--- config.mk ---
export PLATFORM = sky130hd
export DESIGN_NAME = lz4s_to_sequence_parser
export DESIGN_NICKNAME = d
export VERILOG_FILES = /design/src/rtl/lz4s_pkg.sv /design/src/rtl/lz4s_seq_parse.sv /design/src/rtl/lz4s_result_fifo.sv /design/src/rtl/lz4s_to_sequence_parser.sv
export SDC_FILE = /design/constraint.sdc
export NUM_CORES = 1
export LEC_CHECK = 0
export ABC_AREA = 1
export ABC_CLOCK_PERIOD_IN_PS = 4400
export BUFFER_PORTS_ARGS = -buffer_cell sky130_fd_sc_hd__buf_2
export CORE_UTILIZATION = 57
export DETAILED_ROUTE_END_ITERATION = 6
export GPL_TIMING_DRIVEN = 0
export PLACE_DENSITY = 0.84
export SLEW_MARGIN = 10
export SYNTH_ARGS = -nofsm -noshare
export SYNTH_HDL_FRONTEND = slang
export SYNTH_SLANG_ARGS = --single-unit
--- constraint.sdc ---
create_clock -name clk -period 4.4 [get_ports clk]
set_input_delay 0.88 -clock clk [delete_from_list [all_inputs] [get_ports clk]]
set_output_delay 0.88 -clock clk [all_outputs]
set_load 0.02 [all_outputs]
--- src/rtl/lz4s_pkg.sv ---
// Shared types and constants for the LZ4s-to-sequence parser.
// No dependencies; used by every file under rtl/.

package lz4s_pkg;

  // Parameter defaults
  localparam int unsigned MAX_BLOCK_BYTES_DEF = 131072;

  // Fixed field widths of the ports
  localparam int unsigned BYTE_W  = 8;
  localparam int unsigned LIT_W   = 18;
  localparam int unsigned OFF_W   = 16;
  localparam int unsigned MLEN_W  = 18;
  localparam int unsigned KIND_W  = 2;
  localparam int unsigned BIAS_W  = 2;
  localparam int unsigned NIB_W   = 4;

  localparam logic [BIAS_W-1:0] BIAS_RESET = 2'd2;
  localparam logic [BYTE_W-1:0] EXT_BYTE   = 8'hFF;
  localparam logic [NIB_W-1:0]  NIBBLE_MAX = 4'hF;

  // Result queue sizing: one byte can push two results
  localparam int unsigned RES_DEPTH = 4;
  localparam int unsigned RES_PTR_W = 2;
  localparam int unsigned RES_CNT_W = 3;

  typedef enum logic [2:0] {
    PH_TOKEN     = 3'd0,
    PH_LIT_EXT   = 3'd1,
    PH_LIT_SKIP  = 3'd2,
    PH_OFF_LO    = 3'd3,
    PH_OFF_HI    = 3'd4,
    PH_MATCH_EXT = 3'd5
  } phase_t;

  typedef enum logic [KIND_W-1:0] {
    KIND_SEQ   = 2'd0,
    KIND_DELIM = 2'd1,
    KIND_TRUNC = 2'd2
  } kind_t;

  typedef struct packed {
    logic [LIT_W-1:0]  lit;
    logic [OFF_W-1:0]  off;
    logic [MLEN_W-1:0] mlen;
    kind_t             kind;
    logic              last;
  } result_t;

endpackage

--- src/rtl/lz4s_seq_parse.sv ---
// Byte-at-a-time LZ4s token parser: parser state registers and the next-state
// and result logic for one byte. Depends on lz4s_pkg.

module lz4s_seq_parse #(
  parameter int unsigned MAX_BLOCK_BYTES = lz4s_pkg::MAX_BLOCK_BYTES_DEF
) (
  input  logic                        clk,
  input  logic                        rst,
  input  logic                        step,
  input  logic [lz4s_pkg::BYTE_W-1:0] data_byte,
  input  logic                        block_end,
  input  logic [lz4s_pkg::BIAS_W-1:0] bias,
  output logic [1:0]                  res_vld,
  output lz4s_pkg::result_t           res0,
  output lz4s_pkg::result_t           res1
);

  localparam int unsigned LEN_W = $clog2(MAX_BLOCK_BYTES);
  localparam int unsigned SUM_W = LEN_W + 1;
  localparam logic [LEN_W-1:0] LEN_CAP = LEN_W'(MAX_BLOCK_BYTES - 1);

  function automatic logic [LEN_W-1:0] sat_add(input logic [LEN_W-1:0] a,
                                               input logic [LEN_W-1:0] b);
    logic [SUM_W-1:0] s;
    s = {1'b0, a} + {1'b0, b};
    return (s > {1'b0, LEN_CAP}) ? LEN_CAP : s[LEN_W-1:0];
  endfunction

  lz4s_pkg::phase_t                phase, phase_next;
  logic [lz4s_pkg::NIB_W-1:0]      nib, nib_next;
  logic [LEN_W-1:0]                run, run_next;
  logic [LEN_W-1:0]                skip, skip_next;
  logic [LEN_W-1:0]                pend, pend_next;
  logic [lz4s_pkg::OFF_W-1:0]      off, off_next;
  logic [LEN_W-1:0]                macc, macc_next;

  logic [LEN_W-1:0]                byte_ext;
  logic                            lit_done, match_done, lit_end, seq_v;
  logic [SUM_W-1:0]                lit_sum;
  logic [SUM_W-1:0]                tail_lit;
  logic [lz4s_pkg::OFF_W-1:0]      seq_off;
  logic [LEN_W-1:0]                seq_macc;

  assign byte_ext = LEN_W'(data_byte);

  // Next state for one byte
  always_comb begin
    phase_next = phase;
    nib_next   = nib;
    run_next   = run;
    skip_next  = skip;
    pend_next  = pend;
    off_next   = off;
    macc_next  = macc;
    lit_done   = 1'b0;
    match_done = 1'b0;
    lit_end    = 1'b0;
    seq_v      = 1'b0;

    unique case (phase)
      lz4s_pkg::PH_LIT_EXT: begin
        run_next = sat_add(run, byte_ext);
        lit_done = (data_byte != lz4s_pkg::EXT_BYTE);
      end
      lz4s_pkg::PH_LIT_SKIP: begin
        if (skip != '0) begin
          skip_next = skip - LEN_W'(1);
        end
        lit_done = (skip_next == '0);
      end
      lz4s_pkg::PH_OFF_LO: begin
        off_next   = lz4s_pkg::OFF_W'(data_byte);
        phase_next = lz4s_pkg::PH_OFF_HI;
      end
      lz4s_pkg::PH_OFF_HI: begin
        off_next = {data_byte, off[7:0]};
        if (nib == lz4s_pkg::NIBBLE_MAX) begin
          macc_next  = LEN_W'(lz4s_pkg::NIBBLE_MAX);
          phase_next = lz4s_pkg::PH_MATCH_EXT;
        end else begin
          macc_next  = LEN_W'(nib);
          match_done = 1'b1;
        end
      end
      lz4s_pkg::PH_MATCH_EXT: begin
        macc_next  = sat_add(macc, byte_ext);
        match_done = (data_byte != lz4s_pkg::EXT_BYTE);
      end
      default: begin
        // token byte
        nib_next  = data_byte[3:0];
        run_next  = LEN_W'(data_byte[7:4]);
        skip_next = '0;
        if (data_byte[7:4] == lz4s_pkg::NIBBLE_MAX) begin
          phase_next = lz4s_pkg::PH_LIT_EXT;
        end else if (data_byte[7:4] == '0) begin
          lit_done = 1'b1;
        end else begin
          skip_next  = LEN_W'(data_byte[7:4]);
          phase_next = lz4s_pkg::PH_LIT_SKIP;
        end
      end
    endcase

    lit_sum  = {1'b0, pend} + {1'b0, run_next};
    seq_off  = off_next;
    seq_macc = macc_next;

    if (lit_done) begin
      if (phase == lz4s_pkg::PH_LIT_EXT && run_next != '0) begin
        skip_next  = run_next;
        phase_next = lz4s_pkg::PH_LIT_SKIP;
      end else if (block_end) begin
        lit_end = 1'b1;
      end else begin
        skip_next  = '0;
        phase_next = lz4s_pkg::PH_OFF_LO;
      end
    end

    if (match_done) begin
      if (macc_next != '0) begin
        seq_v     = 1'b1;
        pend_next = '0;
      end else begin
        pend_next = sat_add(pend, run_next);
      end
      run_next   = '0;
      skip_next  = '0;
      phase_next = lz4s_pkg::PH_TOKEN;
    end

    if (lit_end) begin
      tail_lit = lit_sum;
    end else if (match_done) begin
      tail_lit = SUM_W'(pend_next);
    end else begin
      tail_lit = '0;
    end

    // block end: drop all parser state, next byte opens a new block
    if (block_end) begin
      phase_next = lz4s_pkg::PH_TOKEN;
      nib_next   = '0;
      run_next   = '0;
      skip_next  = '0;
      pend_next  = '0;
      off_next   = '0;
      macc_next  = '0;
    end
  end

  // Result construction: optional sequence first, then delimiter or error
  always_comb begin
    lz4s_pkg::result_t seq_r, tail_r;
    seq_r.lit  = lz4s_pkg::LIT_W'(lit_sum);
    seq_r.off  = seq_off;
    seq_r.mlen = lz4s_pkg::MLEN_W'({1'b0, seq_macc} + SUM_W'(bias));
    seq_r.kind = lz4s_pkg::KIND_SEQ;
    seq_r.last = !block_end;

    tail_r.lit  = lz4s_pkg::LIT_W'(tail_lit);
    tail_r.off  = '0;
    tail_r.mlen = '0;
    tail_r.kind = (lit_end || match_done) ? lz4s_pkg::KIND_DELIM : lz4s_pkg::KIND_TRUNC;
    tail_r.last = 1'b1;

    if (seq_v) begin
      res0    = seq_r;
      res1    = tail_r;
      res_vld = {block_end, 1'b1};
    end else begin
      res0    = tail_r;
      res1    = tail_r;
      res_vld = {1'b0, block_end};
    end
  end

  always_ff @(posedge clk) begin
    if (rst) begin
      phase <= lz4s_pkg::PH_TOKEN;
      nib   <= '0;
      run   <= '0;
      skip  <= '0;
      pend  <= '0;
      off   <= '0;
      macc  <= '0;
    end else if (step) begin
      phase <= phase_next;
      nib   <= nib_next;
      run   <= run_next;
      skip  <= skip_next;
      pend  <= pend_next;
      off   <= off_next;
      macc  <= macc_next;
    end
  end

endmodule

--- src/rtl/lz4s_result_fifo.sv ---
// Small result queue that takes up to two results per cycle and releases one.
// Depends on lz4s_pkg.

module lz4s_result_fifo (
  input  logic              clk,
  input  logic              rst,
  input  logic [1:0]        push,
  input  lz4s_pkg::result_t wdata0,
  input  lz4s_pkg::result_t wdata1,
  input  logic              pop,
  output logic              room2,
  output logic              rvalid,
  output lz4s_pkg::result_t rdata
);

  lz4s_pkg::result_t               mem [lz4s_pkg::RES_DEPTH];
  logic [lz4s_pkg::RES_PTR_W-1:0]  wr_ptr, rd_ptr;
  logic [lz4s_pkg::RES_CNT_W-1:0]  count, count_next;
  logic [lz4s_pkg::RES_PTR_W-1:0]  wr_ptr1;
  logic [lz4s_pkg::RES_CNT_W-1:0]  n_push;
  logic                            do_pop;

  assign rvalid  = (count != '0);
  assign room2   = (count <= lz4s_pkg::RES_CNT_W'(lz4s_pkg::RES_DEPTH - 2));
  assign rdata   = mem[rd_ptr];
  assign do_pop  = pop && rvalid;
  assign wr_ptr1 = wr_ptr + lz4s_pkg::RES_PTR_W'(1);
  assign n_push  = lz4s_pkg::RES_CNT_W'(push[0]) + lz4s_pkg::RES_CNT_W'(push[1]);
  assign count_next = count + n_push - lz4s_pkg::RES_CNT_W'(do_pop);

  always_ff @(posedge clk) begin
    if (push[0]) begin
      mem[wr_ptr] <= wdata0;
    end
    if (push[1]) begin
      mem[wr_ptr1] <= wdata1;
    end
  end

  always_ff @(posedge clk) begin
    if (rst) begin
      wr_ptr <= '0;
      rd_ptr <= '0;
      count  <= '0;
    end else begin
      wr_ptr <= wr_ptr + lz4s_pkg::RES_PTR_W'(n_push);
      rd_ptr <= rd_ptr + lz4s_pkg::RES_PTR_W'(do_pop);
      count  <= count_next;
    end
  end

endmodule

--- src/rtl/lz4s_to_sequence_parser.sv ---
// Top level of the LZ4s block to sequence parser.
// Depends on lz4s_pkg, lz4s_seq_parse and lz4s_result_fifo.

// The block takes one byte of an LZ4s block body per transfer on the s_ side
// (s_tlast marks the block's final byte) and emits sequences on the m_ side:
// literal length, match offset and biased match length, followed at block end
// by a literal-only delimiter, or by a truncation error if the block stops in
// the middle of a field. A byte is parsed in the cycle it is accepted, so a
// new byte is taken every cycle; a byte yields zero, one or two results, and
// results leave one per cycle through a four-entry result queue. s_tready is
// high while at least two queue slots are free, so the input runs at one byte
// per cycle except when a backlog of results builds up on a stalled m_ side.
// m_tlast marks the last result caused by one input byte. The match length
// bias is written through the cfg_ channel, always ready; write it only while
// the block is idle. Reset is synchronous and active high.

module lz4s_to_sequence_parser #(
  parameter int unsigned MAX_BLOCK_BYTES = lz4s_pkg::MAX_BLOCK_BYTES_DEF
) (
  input  logic        clk,
  input  logic        rst,
  // input bytes
  input  logic        s_tvalid,
  output logic        s_tready,
  input  logic [7:0]  s_tdata,   // [7:0] data_byte
  input  logic        s_tlast,   // block_end
  // results
  output logic        m_tvalid,
  input  logic        m_tready,
  output logic [55:0] m_tdata,   // [17:0] literal_length, [33:18] match_offset,
                                 // [51:34] match_length, [55:52] zero
  output logic [1:0]  m_tuser,   // [1:0] result_kind
  output logic        m_tlast,   // run_last
  // match length bias register
  input  logic        cfg_valid,
  output logic        cfg_ready,
  input  logic [1:0]  cfg_data
);

  logic [lz4s_pkg::BIAS_W-1:0] bias;
  logic                        in_xfer;
  logic [1:0]                  res_vld;
  lz4s_pkg::result_t           res0, res1, head;
  logic                        room2;

  // Bias register: always ready, write on every cfg transfer
  assign cfg_ready = 1'b1;

  always_ff @(posedge clk) begin
    if (rst) begin
      bias <= lz4s_pkg::BIAS_RESET;
    end else if (cfg_valid && cfg_ready) begin
      bias <= cfg_data;
    end
  end

  // Hold off input unless a two-result byte can still be queued
  assign s_tready = room2;
  assign in_xfer  = s_tvalid && s_tready;

  lz4s_seq_parse #(
    .MAX_BLOCK_BYTES(MAX_BLOCK_BYTES)
  ) u_parse (
    .clk       (clk),
    .rst       (rst),
    .step      (in_xfer),
    .data_byte (s_tdata),
    .block_end (s_tlast),
    .bias      (bias),
    .res_vld   (res_vld),
    .res0      (res0),
    .res1      (res1)
  );

  lz4s_result_fifo u_fifo (
    .clk    (clk),
    .rst    (rst),
    .push   (res_vld & {2{in_xfer}}),
    .wdata0 (res0),
    .wdata1 (res1),
    .pop    (m_tready),
    .room2  (room2),
    .rvalid (m_tvalid),
    .rdata  (head)
  );

  // Pack the head result onto the output stream
  assign m_tdata = {4'b0000, head.mlen, head.off, head.lit};
  assign m_tuser = head.kind;
  assign m_tlast = head.last;

endmodule

Word-level counts from Yosys, hierarchy flattened --
Memory sizes are Yosys's and may differ from the RTL's. A register that Yosys moved wholly into a read port is not among the register bits. Cells that the tools add are included.
Cells by class: magnitude comparators 4, bitwise logic cells 1, multiplexer cells 53, div/mod/pow operators 0, shifts and indexed selects 0, eq/ne operators 13, reductions and logical operators 19, $add $sub $neg 11, multiply operators 0
Operators by type and width (count):
- 2-to-1 mux 17 bit | 17
- one-hot mux 17 bit (2 select lines) | 3
- 2-to-1 mux 55 bit | 1
- > comparator 18 x 17 -> 1 bit (second input constant) | 3
- nonzero test 17 bit | 3
- adder 17 x 8 -> 18 bit | 2
- one-hot mux 16 bit (2 select lines) | 1
- adder 17 x 17 -> 18 bit | 1
- adder 17 x 2 -> 18 bit | 1
- 2-to-1 mux 18 bit | 1
- 2-to-1 mux 3 bit | 6
- zero test 17 bit | 1
- subtractor 17 x 1 -> 17 bit (second input constant) | 1
- 2-to-1 mux 16 bit | 1
- 2-to-1 mux 4 bit | 4
- 2-to-1 mux 1 bit | 13
- one-hot mux 3 bit (3 select lines) | 1
- == test 4 bit (second input constant) | 2
- != test 4 x 1 -> 1 bit (second input constant) | 2
- != test 8 bit (second input constant) | 1
- OR reduction 4 bit | 2
- != test 7 x 4 -> 1 bit (second input constant) | 1
- == test 3 x 2 -> 1 bit (second input constant) | 2
- == test 3 bit (second input constant) | 2
- 23 further kinds | 29
Word-level totals: word-level logic and storage cells 113, memories kept 1, input bits 16, latch bits 0, RAM bits 220, ROM bits 0, output and inout bits 62, register bits after elaboration 100
Memories:
- u_fifo.mem | depth 4, bits a word 55, rd ports 1, clocked after memory_dff 1, write ports 2, line lz4s_result_fifo.sv:16 | lz4s_pkg::result_t mem [lz4s_pkg::RES_DEPTH];

Depth between registers and ports, before layout --
Gate-level depths: netlist of run 1.
word-level depth 12, mapped depth 33, gate-level depth less buffers 33

Modules after synthesis --
Synthesis of run 1 repeated with hierarchy kept, for this count alone.
Unflattened totals: cell total of the unflattened synthesis 2841, area, all modules 20905.0 sq um
By module, submodules not included:
- lz4s_result_fifo | times used 1, area each 11592.4 sq um, cells each 1247, sequential area each 6746.5 sq um
- lz4s_seq_parse | times used 1, area each 9166.3 sq um, cells each 1569, sequential area each 1821.7 sq um
- lz4s_to_sequence_parser | times used 1, area each 146.4 sq um, cells each 25, sequential area each 40.0 sq um

Worst setup path before layout of run 1 --
OpenSTA, ideal clock, no wires.
kind input port to flip-flop, from in s_tdata[4], to mem u_fifo.mem[0][53] (netlist bit), data pin, required time 4.147 ns, buffers on the path 0, data arrival time 4.152 ns, path slack -0.005 ns, library setup time 0.253 ns, stages on the path 25, cells stage by stage ha_1 > nand2_1 > nor2_1 > nand3_1 > nand3_2 > nand2_2 > inv_1 > nor2_1 > o21bai_2 > ha_1 > inv_1 > fa_1 > o21ai_0 > a21oi_1 > o21ai_0 > nand3_1 > nand2_1 > nand4_1 > nand2_1 > xor2_1 > nand2_1 > nand3_1 > o21ai_0 > nand2_1 > nand2_1
RTL lines:
- from (decl) | line lz4s_to_sequence_parser.sv:25 | input logic [7:0] s_tdata,
- to (decl) | line lz4s_result_fifo.sv:16

==> results.md, run 1 <==
- Crit. Startpoint: s_tdata[4]
- Remaining Overflow, GRT: 0
- Number of synthesized flops with an enable pin: 80
- Post-placement cell area: 0.0198 mm²
- Netlist cell types: 57
- Post-synthesis instance total: 2756
- Vias: around 20000
- RSZ-0062 raised after global routing: true
- Top-count cell post-synth: nand2_1
- Crit path top cell by count: nand2_1
- Finished Cell Area: 0.0218 mm²
- Clock transition at path regs: 0.06 ns
- Family with the most delay on the worst path: simple AND/OR/NAND/NOR gates
- Internal power: approximately 5.6 mW
- Port bufs: 71
- Site row count: 66
- Final period util: 96.5%
- Sequential share of power: 35.8%
- Total GRT Usage: 36.7%
- Critical path fanouts, max: 5
- Crit. End Element: flop
- FMAX: 235 MHz
- Comb pwr share: between 20 and 30%
- Vias in the first global route: 18500
- Drt pass-1 iters: 6
- PwrDens: 400 mW/mm²
- Wirelength per Cell: 18.8 µm
- Max Slew Vio Count: 0
- Root Driver: clkbuf_16
- Sequential-to-total area share from yosys stat: 38.3%
- Post-synth top area share: approximately a quarter
- Maximum clock path buffer count: 3
- # DRC: 0
- Max VDD drop: 0.353 mV
- CP arrival: 4.53 ns
- Fillcell total: 2859
- Initial Utilization: 57.9%
- CP max stage delay: 0.41 ns
- CTS Hold Buffers Added: 0
- Req. time, crit path: 4.68 ns
- Full die area: between 0.03 and 0.04 mm²
- Core Box Area: 0.0325 mm²
- Most instantiated cells after synthesis: 920 x nand2_1, 287 x nor2_1, 250 x nand3_1
- CTS H-tree lvls: 2
- ANT nets after route: 0
- Synth Area per Inst: 6.84 µm²
- Synth top area cells: dfxtp_1 26%, nand2_1 18%, edfxtp_1 13%
- CP Launch Type: primary input
- Initial DRC Count: ~2800
- Drt via density: about 5.9
- Share of layout cells above drive strength 1: 15.5%
- I/O pin count: 78
- Global-route wire length before repair: 97.5 mm
- Yosys reg bits: 320
- Die Span Y: around 180 µm
- # nets final: between 2000 and 3000
- Slew headroom: 25.6%
- CTS buffer count: 36
- Switching Power: 3.15 mW
- Slowest-stage cell, CP: fa_2
- Worst hold path startpoint: u_fifo.mem[2][33]$_SDFFE_PP0P_
- Largest net degree at the start of global routing: 22
- Final setup vio count: 0
- Yosys warns: 0
- Final min period: 4.25 ns
- Final core utilization: roughly 67%
- Detail Placement HPWL: 45.9 mm
- Antenna fix cells: 0
- Top FF cell, synth: dfxtp_1
- Leakage power: 9.71 nW
- Sw frac: 36.2%
- Post-Route WL: around 63 mm
- Min-delay worst type: flop to flop
- Outcome: finished clean
- Hold Fails Final Rpt: 0
- Clock network fraction of total power: 35.1%
- Critical R2R Launch: u_parse.phase[0]$_SDFFE_PP0P_
- CTS Sinks: between 300 and 400
- CTS tree: done
- Initial antenna violation count: 1
- Final Skew: 0.0228 ns
- CP bufs+invs: 3
- Die width: 184 µm
- Routability cong.: 0.972
- Mapped cell area: 0.0188 mm²
- Clk_lat worst skew: 0.54 ns
- Async S/R FF share, synth: 0%
- Number of max-cap violations: 0
- Slew @ Worst Pin: about 1.1 ns
- WS Path Type: primary input to flop
- Syn-to-layout area delta: 15.7%
- Post-synthesis cell type with the largest combined area: dfxtp_1
-- flip-flops by register name, summed over array words and instances, names as in the netlist --
name / count
u_fifo.wr_ptr: 2
u_parse.pend: 17
u_parse.macc: 17
u_parse.run: 17
u_parse.nib: 4
bias: 2
u_parse.phase: 3
u_parse.off: 16
u_fifo.rd_ptr: 2
u_fifo.mem: 220
u_fifo.count: 3
u_parse.skip: 17
-- power by group through the flow --
stage / combinational [mW] / sequential [mW] / clock [mW]
floorplan: 1.58 / 3.17 / 0
global placement: 2.37 / 3.18 / 0
detailed placement: 2.39 / 3.18 / 0
CTS: 2.43 / 3.12 / 3.04
global route: 2.71 / 3.13 / 3.16
finish: 2.53 / 3.12 / 3.05
-- worst min-delay path, stage by stage (launching register included) --
cell,delay [ns]
dfxtp_1,0.31
nand3_1,0.07
nand2_1,0.04
-- placed cells by master (no fill, tap or decap), types with 12 or more instances in the layout --
| master | netlist | routed |
|---|---|---|
| nor2_2 | 21 | 20 |
| ha_4 | 0 | 13 |
| o21ai_0 | 176 | 167 |
| nand3_2 | 6 | 12 |
| a21oi_1 | 126 | 116 |
| o21ai_2 | 5 | 13 |
| nand2_1 | 920 | 870 |
| nand2_2 | 20 | 67 |
| clkbuf_1 | 65 | 73 |
| nor3_1 | 18 | 15 |
| edfxtp_1 | 80 | 80 |
| o21ai_1 | 16 | 16 |
| inv_1 | 155 | 148 |
| a2bb2oi_1 | 14 | 14 |
| nor2_1 | 287 | 286 |
| inv_2 | 17 | 23 |
| o22ai_1 | 60 | 60 |
| xor2_1 | 31 | 29 |
| nand4_1 | 25 | 25 |
| nand3_1 | 250 | 242 |
| clkbuf_16 | 0 | 38 |
| buf_4 | 26 | 60 |
| ha_1 | 41 | 24 |
| dfxtp_1 | 240 | 240 |
| buf_2 | 39 | 103 |
-- logic make-up (layout without fill, tap and decap cells) --
kind of cell	count (synthesis)	after routing	synth area share, %
and+or+nand+nor	1580	1580	35.3
AOI/OAI and AO/OA	441	441	13.3
buffers and inverters	323	488	7.72
DFF	320	320	38.3
adders and majority gates	46	46	3.25
xor gates and xnor gates	43	43	2.00
other	2	5	0.0399
muxes	1	1	0.0531
-- routing by layer --
| layer | track usage, % | wire length (µm) | vias to the layer above | share of wire, % |
|---|---|---|---|---|
| met1 | 47.9 | 24600 | 9116 | 39 |
| met4 | 15.0 | 2600 | 2 | 4.1 |
| met3 | 6.72 | 7530 | 227 | 12 |
| li1 | - | - | 9350 | - |
| met2 | 59.9 | 28700 | 1251 | 45 |
| met5 | 0 | 12 | - | 0.019 |
-- path summary, 6_finish.rpt --
kind / to / slack (ns) / depth (start not counted)
max: u_fifo.mem[3][51]$_DFFE_PP_ / 0.15 / 29
min: u_fifo.mem[2][33]$_SDFFE_PP0P_ / 0.46 / 2
max reg2reg: u_fifo.mem[1][48]$_DFFE_PP_ / 0.17 / 31
min reg2reg: u_fifo.mem[2][33]$_SDFFE_PP0P_ / 0.46 / 2
-- stage by stage --
stage               hold WS, ns  worst slack, ns  cells  setup TNS, ns  power [mW]
floorplan                 0.435          0.00340   2759              0        4.74
global placement          0.447            -1.05   3272        -128.73        5.55
detailed placement        0.452            -1.06   3272        -133.20        5.57
CTS                       0.462           0.0138   3345              0        8.59
global route              0.478           -0.119   3366          -1.12        8.99
finish                    0.463            0.153   3366              0        8.71
-- final cells by class --
class | count | area, µm² | area share (%)
plain buffers | 148 | 797 | 3.66
multi-input cells | 2116 | 10800 | 49.4
clock inverters | 13 | 150 | 0.689
well taps | 442 | 553 | 2.54
inverters | 175 | 664 | 3.05
flip-flops and latches | 320 | 7210 | 33.1
clock buffers | 51 | 1030 | 4.72
repair buffers | 101 | 623 | 2.86
-- timing repair --
action | in CTS | in global routing
hold endpoints to repair | 0 | 0
setup endpoints to repair | 169 | 138
gates resized for setup | 39 | 119
setup buffers | 9 | 20
gates cloned | 0 | 1
pin swaps | 6 | 39
Power figures use the tool's default switching activity.
==> inputs of run 2 (changes only) <==
--- a/config.mk
+++ b/config.mk
@@ -8,10 +8,11 @@
 export ABC_AREA = 1
 export ABC_CLOCK_PERIOD_IN_PS = 4400
 export BUFFER_PORTS_ARGS = -buffer_cell sky130_fd_sc_hd__buf_2
-export CORE_UTILIZATION = 57
+export CORE_UTILIZATION = 58
+export CTS_BUF_LIST = sky130_fd_sc_hd__clkbuf_4 sky130_fd_sc_hd__clkbuf_8
 export DETAILED_ROUTE_END_ITERATION = 6
 export GPL_TIMING_DRIVEN = 0
-export PLACE_DENSITY = 0.84
+export PLACE_DENSITY = 0.86
 export SLEW_MARGIN = 10
 export SYNTH_ARGS = -nofsm -noshare
 export SYNTH_HDL_FRONTEND = slang
==> results.md, run 2 (synthesis gave the netlist of run 1 again) <==
- Max reg flops: 220
- Drt via density: 6.01
- Share of layout cells above drive strength 1: ~15%
- ANT nets after route: 0
- Hold Fails Final Rpt: 0
- Outcome: complete, but fails checks
- Initial DRC Count: 2828
- Final period util: a little over nine tenths
- Non-Filler Instances: 3343
- I/O pin count: 78
- PwrDens: 397 mW/mm²
- Die Span Y: 182 µm
- Most frequent cells in the layout: 898 x nand2_1, 284 x nor2_1, 241 x nand3_1, 240 x dfxtp_1, 169 x o21ai_0
- Final min period: 4.23 ns
- Fillcell total: 2743
- Post-Route WL: 62.7 mm
- Max VDD drop: 0.205 mV
- Antenna fix cells: 0
- Remaining Overflow, GRT: 0
- CP arrival: 4.59 ns
- Clk_lat worst skew: 0.63 ns
- CTS tree: done
- Largest net degree at the start of global routing: 22
- CP max stage delay: ~0.41 ns
- Setup WS pre-CTS: -1.07 ns
- Vias in the first global route: 18800
- Initial antenna violation count: 0
- Final worst slack: 0.171 ns
- Number of max-cap violations: 0
- Site row count: 65
- Leakage power: 9.66 nW
- Setup TNS: 0 ns
- Full die area: 0.0332 mm²
- CTS Sinks: 320
- Clock transition at path regs: 0.07 ns
- Total GRT Usage: 37.3%
- Drt pass-1 iters: 7
- Maximum clock path buffer count: 3
- Crit. End Element: flop
- CTS Hold Buffers Added: 0
- Detail Placement HPWL: 46.1 mm
- Wirelength per Cell: 18.8 µm
- Worst r2r dst: u_fifo.mem[0][53]$_DFFE_PP_
- Most flops, register: u_fifo.mem
- Hold Path Cell Cnt: 2
- Slew headroom: ~30%
- Critical R2R Launch: u_parse.run[6]$_SDFFE_PP0P_
- Hold Path End: u_fifo.mem[1][31]$_SDFFE_PP0P_
- Syn-to-layout area delta: 13.6%
- Final Skew: 0.0416 ns
- Final setup vio count: 0
- Worst reg2reg setup slack: 0.30 ns
- Failing checks: DRC
- Critical path fanouts, max: 7
- # nets final: 2967
- CTS buffer count: 52
- Crit path top cell by count: nand2_1
- Path depth of the worst reg2reg path: 26
- Post-placement cell area: 0.0197 mm²
- CP Launch Type: primary input
- Vias: 20100
- # DRC: 1
- Global-route wire length before repair: approximately 100 mm
- Initial Utilization: slightly below 60%
- Max Slew Vio Count: 0
- Routability cong.: 0.996
- Port bufs: 71
- WS Path Type: primary input to flop
- Core Box Area: approximately 0.032 mm²
- FMAX: 236 MHz
- Slowest-stage cell, CP: fa_2
- Finished Cell Area: 0.0214 mm²
- CTS H-tree lvls: 2
- Req. time, crit path: 4.76 ns
- Root Driver: clkbuf_8
- Worst hold path startpoint: u_fifo.mem[1][31]$_SDFFE_PP0P_
- Die width: 182 µm
- Min-delay worst type: flop to flop
- Placed cells: 3232
- Slew @ Worst Pin: 1.04 ns
- Commonest non-fill, non-tap cell in the layout: nand2_1
- RSZ-0062 raised after global routing: true
[run 2: cell types whose count changed in the layout (fill, tap and decap cells not counted), sizes merged]
cell      before  now
buf          182  173
clkinvlp       2    1
clkbuf       118  143
clkinv         8    9
bufinv         2    3
[run 2: per-layer routing]
metal  vias to the layer above  part of all wire (%)  track usage (%)
li1                       9361                     -                -
met1                      9224                    39             49.0
met2                      1306                    45             60.1
met3                       203                    12             7.32
met4                         0                   4.0             15.0
met5                         -                     0                0
[run 2: per-stage QoR]
step	hold WS [ns]	utilization (%)	power, mW
2_1_floorplan	0.435	-	4.74
3_3_place_gp	0.448	62.1	5.54
3_5_place_dp	0.452	62.1	5.58
4_1_cts	0.462	66.0	8.39
5_1_grt	0.479	67.5	8.81
6_report	0.461	67.5	8.51
[run 2: worst max-delay path by stage]
stage | start | slack [ns] | cells after the start | to
2_1_floorplan | s_tdata[0] | 0.003 | 25 | u_fifo.mem[0][45]$_DFFE_PP_
3_3_place_gp | s_tdata[3] | -1.0 | 26 | u_fifo.mem[0][53]$_DFFE_PP_
3_5_place_dp | s_tdata[0] | -1.07 | 26 | u_fifo.mem[1][48]$_DFFE_PP_
4_1_cts | s_tdata[0] | -0.007 | 26 | u_fifo.mem[3][48]$_DFFE_PP_
5_1_grt | s_tdata[1] | -0.08 | 29 | u_fifo.mem[1][51]$_DFFE_PP_
6_report | s_tdata[1] | 0.17 | 27 | u_fifo.mem[0][53]$_DFFE_PP_
[run 2: worst max-delay path: cells and delay by family]
kind	cells	cell delay, ns
adder cells (fa/ha/maj)	3	0.92
AO/OA/AOI/OAI	5	0.76
buffers and inverters	4	0.45
AND/OR/NAND/NOR	14	1.36
XOR/XNOR	1	0.20
[run 2: final cells by class]
class / count / area [µm²] / area share, %
buffer: 148 / 793 / 3.71
clock buffer: 76 / 958 / 4.48
clock inverter: 14 / 178 / 0.830
inverter: 175 / 662 / 3.09
multi-input combinational: 2116 / 10600 / 49.4
sequential: 320 / 7210 / 33.7
tap: 402 / 503 / 2.35
timing repair buffer: 92 / 527 / 2.46
[run 2: where the power goes]
group	switching [mW]	total (mW)	internal (mW)
logic	1.82	2.53	0.711
clock network	1.27	2.86	1.58
registers	0.0433	3.12	3.08
[run 2: repair_timing]
item / CTS / global route
setup endpoints to repair: 99 / 167
setup buffers: 5 / 15
cloned: 0 / 1
pin swaps: 3 / 24
resized for setup: 18 / 83
